**src/hw/rtl/spi_pkg.sv**
```systemverilog
// ----------------------------------------------------------------------------
// Segment/plane intersection package
// Shared widths, transaction types and miss codes.
// ----------------------------------------------------------------------------
package spi_pkg;

  localparam int unsigned WORD_BITS  = 32;
  localparam int unsigned PROD_BITS  = 2 * WORD_BITS;
  localparam int unsigned QUO_BITS   = WORD_BITS + 1;
  localparam int unsigned REM_BITS   = 3 * WORD_BITS + 2;
  localparam int unsigned QUEUE_DEPTH = 4;
  localparam int unsigned QPTR_BITS  = $clog2(QUEUE_DEPTH);

  typedef enum logic [1:0] {
    MISS_NONE     = 2'd0,
    MISS_PARALLEL = 2'd1,
    MISS_OUTSIDE  = 2'd2
  } miss_e;

  typedef struct packed {
    logic signed [WORD_BITS-1:0] plane_px;
    logic signed [WORD_BITS-1:0] plane_py;
    logic signed [WORD_BITS-1:0] plane_pz;
    logic signed [WORD_BITS-1:0] normal_x;
    logic signed [WORD_BITS-1:0] normal_y;
    logic signed [WORD_BITS-1:0] normal_z;
    logic signed [WORD_BITS-1:0] start_x;
    logic signed [WORD_BITS-1:0] start_y;
    logic signed [WORD_BITS-1:0] start_z;
    logic signed [WORD_BITS-1:0] dir_x;
    logic signed [WORD_BITS-1:0] dir_y;
    logic signed [WORD_BITS-1:0] dir_z;
  } in_t;

  typedef struct packed {
    logic                        hit;
    logic [1:0]                  miss_code;
    logic signed [WORD_BITS-1:0] hit_x;
    logic signed [WORD_BITS-1:0] hit_y;
    logic signed [WORD_BITS-1:0] hit_z;
  } out_t;

  typedef struct packed {
    logic [2:0][WORD_BITS-1:0] start;
    logic [2:0][WORD_BITS-1:0] dir;
  } geom_t;

  typedef struct packed {
    miss_e                 code;
    logic [PROD_BITS-1:0]  num;
    logic [PROD_BITS-1:0]  den;
    geom_t                 geom;
  } job_t;

  typedef struct packed {
    miss_e                     code;
    logic [PROD_BITS-1:0]      den;
    logic [2:0]                neg;
    logic [2:0][WORD_BITS-1:0] start;
  } bk_ctl_t;

  typedef struct packed {
    logic full;
    logic empty;
  } q_stat_t;

endpackage

```
**src/hw/rtl/spi_queue.sv**
```systemverilog
// ----------------------------------------------------------------------------
// Segment/plane intersection job queue
// Short FIFO that decouples the front end from the back end.
// ----------------------------------------------------------------------------
module spi_queue (
  input  logic             clk_i,
  input  logic             rst_ni,
  input  logic             push_i,
  input  spi_pkg::job_t    job_i,
  input  logic             pop_i,
  output spi_pkg::job_t    job_o,
  output spi_pkg::q_stat_t stat_o
);

  localparam int unsigned D  = spi_pkg::QUEUE_DEPTH;
  localparam int unsigned PB = spi_pkg::QPTR_BITS;

  spi_pkg::job_t mem_q [D];
  logic [PB-1:0] wr_q, rd_q;
  logic [PB:0]   cnt_q;

  assign stat_o.full  = (cnt_q == (PB+1)'(D));
  assign stat_o.empty = (cnt_q == '0);
  assign job_o        = mem_q[rd_q];

  always_ff @(posedge clk_i or negedge rst_ni) begin
    if (!rst_ni) begin
      wr_q  <= '0;
      rd_q  <= '0;
      cnt_q <= '0;
    end else begin
      if (push_i) wr_q <= wr_q + 1'b1;
      if (pop_i)  rd_q <= rd_q + 1'b1;
      cnt_q <= cnt_q + (PB+1)'(push_i) - (PB+1)'(pop_i);
    end
  end

  always_ff @(posedge clk_i) begin
    if (push_i) mem_q[wr_q] <= job_i;
  end

endmodule

```
**config.mk**
```make
export PLATFORM = sky130hd
export DESIGN_NAME = spi_queue
export DESIGN_NICKNAME = d
export VERILOG_FILES = /design/src/hw/rtl/spi_pkg.sv /design/src/hw/rtl/spi_queue.sv
export SDC_FILE = /design/constraint.sdc
export NUM_CORES = 1
export LEC_CHECK = 0
export BUFFER_PORTS_ARGS = -buffer_cell sky130_fd_sc_hd__buf_2
export CAP_MARGIN = 20
export CORE_MARGIN = 8
export CORE_UTILIZATION = 54
export DETAILED_ROUTE_END_ITERATION = 8
export GPL_TIMING_DRIVEN = 0
export PLACE_DENSITY = 0.8
export SLEW_MARGIN = 0
export SYNTH_ARGS = -nofsm -noshare
export SYNTH_HDL_FRONTEND = slang
export SYNTH_SLANG_ARGS = --single-unit
export TNS_END_PERCENT = 10
```
**constraint.sdc**
```tcl
create_clock -name clk_i -period 9.8 [get_ports clk_i]
set_input_delay 0 -clock clk_i [delete_from_list [all_inputs] [get_ports clk_i]]
set_output_delay 0 -clock clk_i [all_outputs]
set_load 0.01 [all_outputs]
```
==> impl_metrics.env <==
export IMPL_status="completed"
export IMPL_port_buffers=649
export IMPL_initial_core_util_pct=54.3
export IMPL_crit_top_cell="buf_2"
export IMPL_setup_ws_ps=6660
export IMPL_synth_edf_count=1288
export IMPL_cts_setup_buffers=0
export IMPL_fin_skew_ps=21.4
export IMPL_cp_cell_sequence="buf_2, clkbuf_1, buf_2, mux4_2, buf_2"
export IMPL_dr_pass1_iters=7
export IMPL_place_area_sq_um=52200
export IMPL_htree_levels=3
export IMPL_setup_viol=0
export IMPL_grt_pass1_vias=26200
export IMPL_vias=24400
export IMPL_n_fill_cell=4822
export IMPL_start_kind="flip-flop"
export IMPL_antenna_left=0
export IMPL_p_per_area_nw_per_um2=299
export IMPL_nets=3194
export IMPL_max_clock_path_buffers=3
export IMPL_final_cell_area_sq_um=59500
export IMPL_synth_common_cells="edfxtp_1 (1288), mux4_2 (322), buf_2 (35)"
export IMPL_relSlewSlack_pct=32.7
export IMPL_grt_usage_pct=25.6
export IMPL_final_seq_area_sq_um=38900
export IMPL_die_area_sq_um=96400
export IMPL_setup_worst_path_class="reg2out"
export IMPL_min_period_over_period_pct=32.1
export IMPL_total_power_mw=17.8
export IMPL_dp_slack_ps=7260
export IMPL_worstPathMaxFanout=10
export IMPL_die_y_microns=311
export IMPL_viasPerCell=5.92
export IMPL_cts_tree="built"
export IMPL_synth_top_area_share_pct=82.5
export IMPL_fmax_mhz=318
export IMPL_crit_buf_inv=4
export IMPL_multiInputGateArea_sq_um=7450
export IMPL_numPlacedInstances=3545
export IMPL_rsz0062_at_grt="no"
export IMPL_arrival_ps=3140
export IMPL_hold_viol=0
export IMPL_hold_path_class="in2reg"
export IMPL_yosysMostFrequentCell="edfxtp_1"
export IMPL_worst_r2r_path_depth=6
export IMPL_ir_worst_vdd_uv=269
export IMPL_cp_slowest_cell="clkbuf_1"
export IMPL_cts_sinks=1295
export IMPL_grt_max_degree=62
export IMPL_drtIter0Drc=2761
export IMPL_slowest_delay_ps=670
export IMPL_pin_count=650
export IMPL_synthCells=1716
export IMPL_dieWidth_microns=311
export IMPL_syn_area_sq_um=46900
export IMPL_core_area_sq_um=86300
export IMPL_holdPathStages=2
export IMPL_critPathTopFamily="buffers and inverters"
export IMPL_yosys_warnings=0
export IMPL_gp_congestion=0.790
export IMPL_p_leak_nw=20.6
export IMPL_clockRootBuffer="clkbuf_16"
export IMPL_syn_to_final_growth_pct=27.0
export IMPL_drc=0
export IMPL_clk_pin_slew_ps=70
export IMPL_grt_pass1_wl_mm=181
export IMPL_antenna_found_initial=18
export IMPL_fin_crit_ps=3140
export IMPL_cap_violations=0
export IMPL_cts_buffers=121
export IMPL_async_reset_ff_share_pct=0.541
export IMPL_crit_cells=5
export IMPL_overflow=0
export IMPL_drv_slew=0
export IMPL_synth_area_top_cells="edfxtp_1 (83%), mux4_2 (15%), buf_6 (0.72%)"
export IMPL_avgSynthCellArea_sq_um=27.3
export IMPL_ys_seq_area_share_pct=82.9
export IMPL_rows=108
export IMPL_drive_above_1_share_pct=41.7
export IMPL_synth_ff_type="edfxtp_1"
export IMPL_final_util_pct=68.9
export IMPL_final_cell_count_no_fill=4126
export IMPL_avgRoutedWirePerCell_microns=31.1
export IMPL_ys_types=16
export IMPL_ys_seq_elements=1295
export IMPL_clk_latency_ps=700
export IMPL_synth_top_cell_by_area="edfxtp_1"
export IMPL_end_kind="primary output"
export IMPL_synthesis_nets=2049
export IMPL_dp_hpwl_mm=73.1
export IMPL_tightest_slew_ps=1010
export IMPL_critical_path_required_ps=9800
export IMPL_wirelength_mm=128
==> sequential cells by signal (all words and copies together) (netlist names) <==
register  count
wr_q          2
rd_q          2
mem_q      1288
cnt_q         3
==> worst paths after layout <==
check / start / to / slack (ps)
max in group asynchronous: rst_ni / wr_q[1] / 9240
setup / recovery: rd_q[1] / job_o[210] / 6660
hold reg to reg: wr_q[0] / wr_q[0] / 580
hold / removal: job_i[4] / mem_q[1][4] / 40
setup reg to reg: wr_q[0] / mem_q[2][199] / 7170
min in group asynchronous: rst_ni / rd_q[1] / 290
==> cell type report <==
| class | instances | share of cell area (%) |
|---|---|---|
| Timing Repair Buffer | 1022 | 12.4 |
| Clock inverter | 63 | 0.948 |
| Clock buffer | 153 | 5.38 |
| Inverter | 6 | 0.0378 |
| Tap cell | 1155 | 2.43 |
| Sequential cell | 1295 | 65.3 |
| Antenna cell | 17 | 0.0715 |
| Buffer | 72 | 0.906 |
| Multi-Input combinational cell | 343 | 12.5 |
==> layout by cell type, fill, tap and decap left out, types with 4 or more instances in the layout <==
| cell type | synthesis | layout |
|---|---|---|
| buf_6 | 30 | 30 |
| bufinv_16 | 0 | 9 |
| clkbuf_16 | 0 | 122 |
| diode_2 | 0 | 17 |
| buf_16 | 0 | 24 |
| edfxtp_1 | 1288 | 1288 |
| mux4_2 | 322 | 322 |
| buf_2 | 35 | 684 |
| clkinv_1 | 0 | 21 |
| and2_4 | 0 | 4 |
| ha_1 | 6 | 6 |
| clkinv_2 | 0 | 23 |
| dlygate4sd3_1 | 0 | 348 |
| dfrtp_1 | 7 | 7 |
| clkbuf_1 | 7 | 35 |
| inv_1 | 6 | 6 |
==> where the power goes <==
group	leakage [nW]	switching, mW	total (mW)	internal, mW
Clock	1.85	2.04	4.58	2.54
Combinational	6.80	3.26	5.69	2.43
Sequential	11.9	0.298	7.53	7.23
==> routing by layer <==
metal,global-route usage [%],vias to the layer above,wire [microns]
li1,-,9818,-
met1,29.5,12600,42300
met2,44.6,1743,67800
met3,7.51,272,13200
met4,10.9,6,5160
met5,0,-,32
==> kinds of logic after synthesis <==
kind of cell	share of synthesized area [%]
AO/OA/AOI/OAI	0.0107
XOR/XNOR	0.0935
adder cells (fa/ha/maj)	0.203
buffers and inverters	1.20
flip-flops	82.9
multiplexers	15.5
AND/OR/NAND/NOR	0.0935
==> metrics by stage <==
step                setup TNS, ps  hold slack (ps)
detailed placement              0             -157
global placement         -5009630             -164
global route                    0             20.9
CTS                             0            0.160
finish                          0             44.7
floorplan                       0             -296
==> what timing repair did <==
| item | 4_1_cts | 5_1_grt |
|---|---|---|
| resized for setup | 0 | 0 |
| hold buffers | 348 | 0 |
| hold endpoints to repair | 1379 | 0 |
Power figures use the tool's default switching activity.
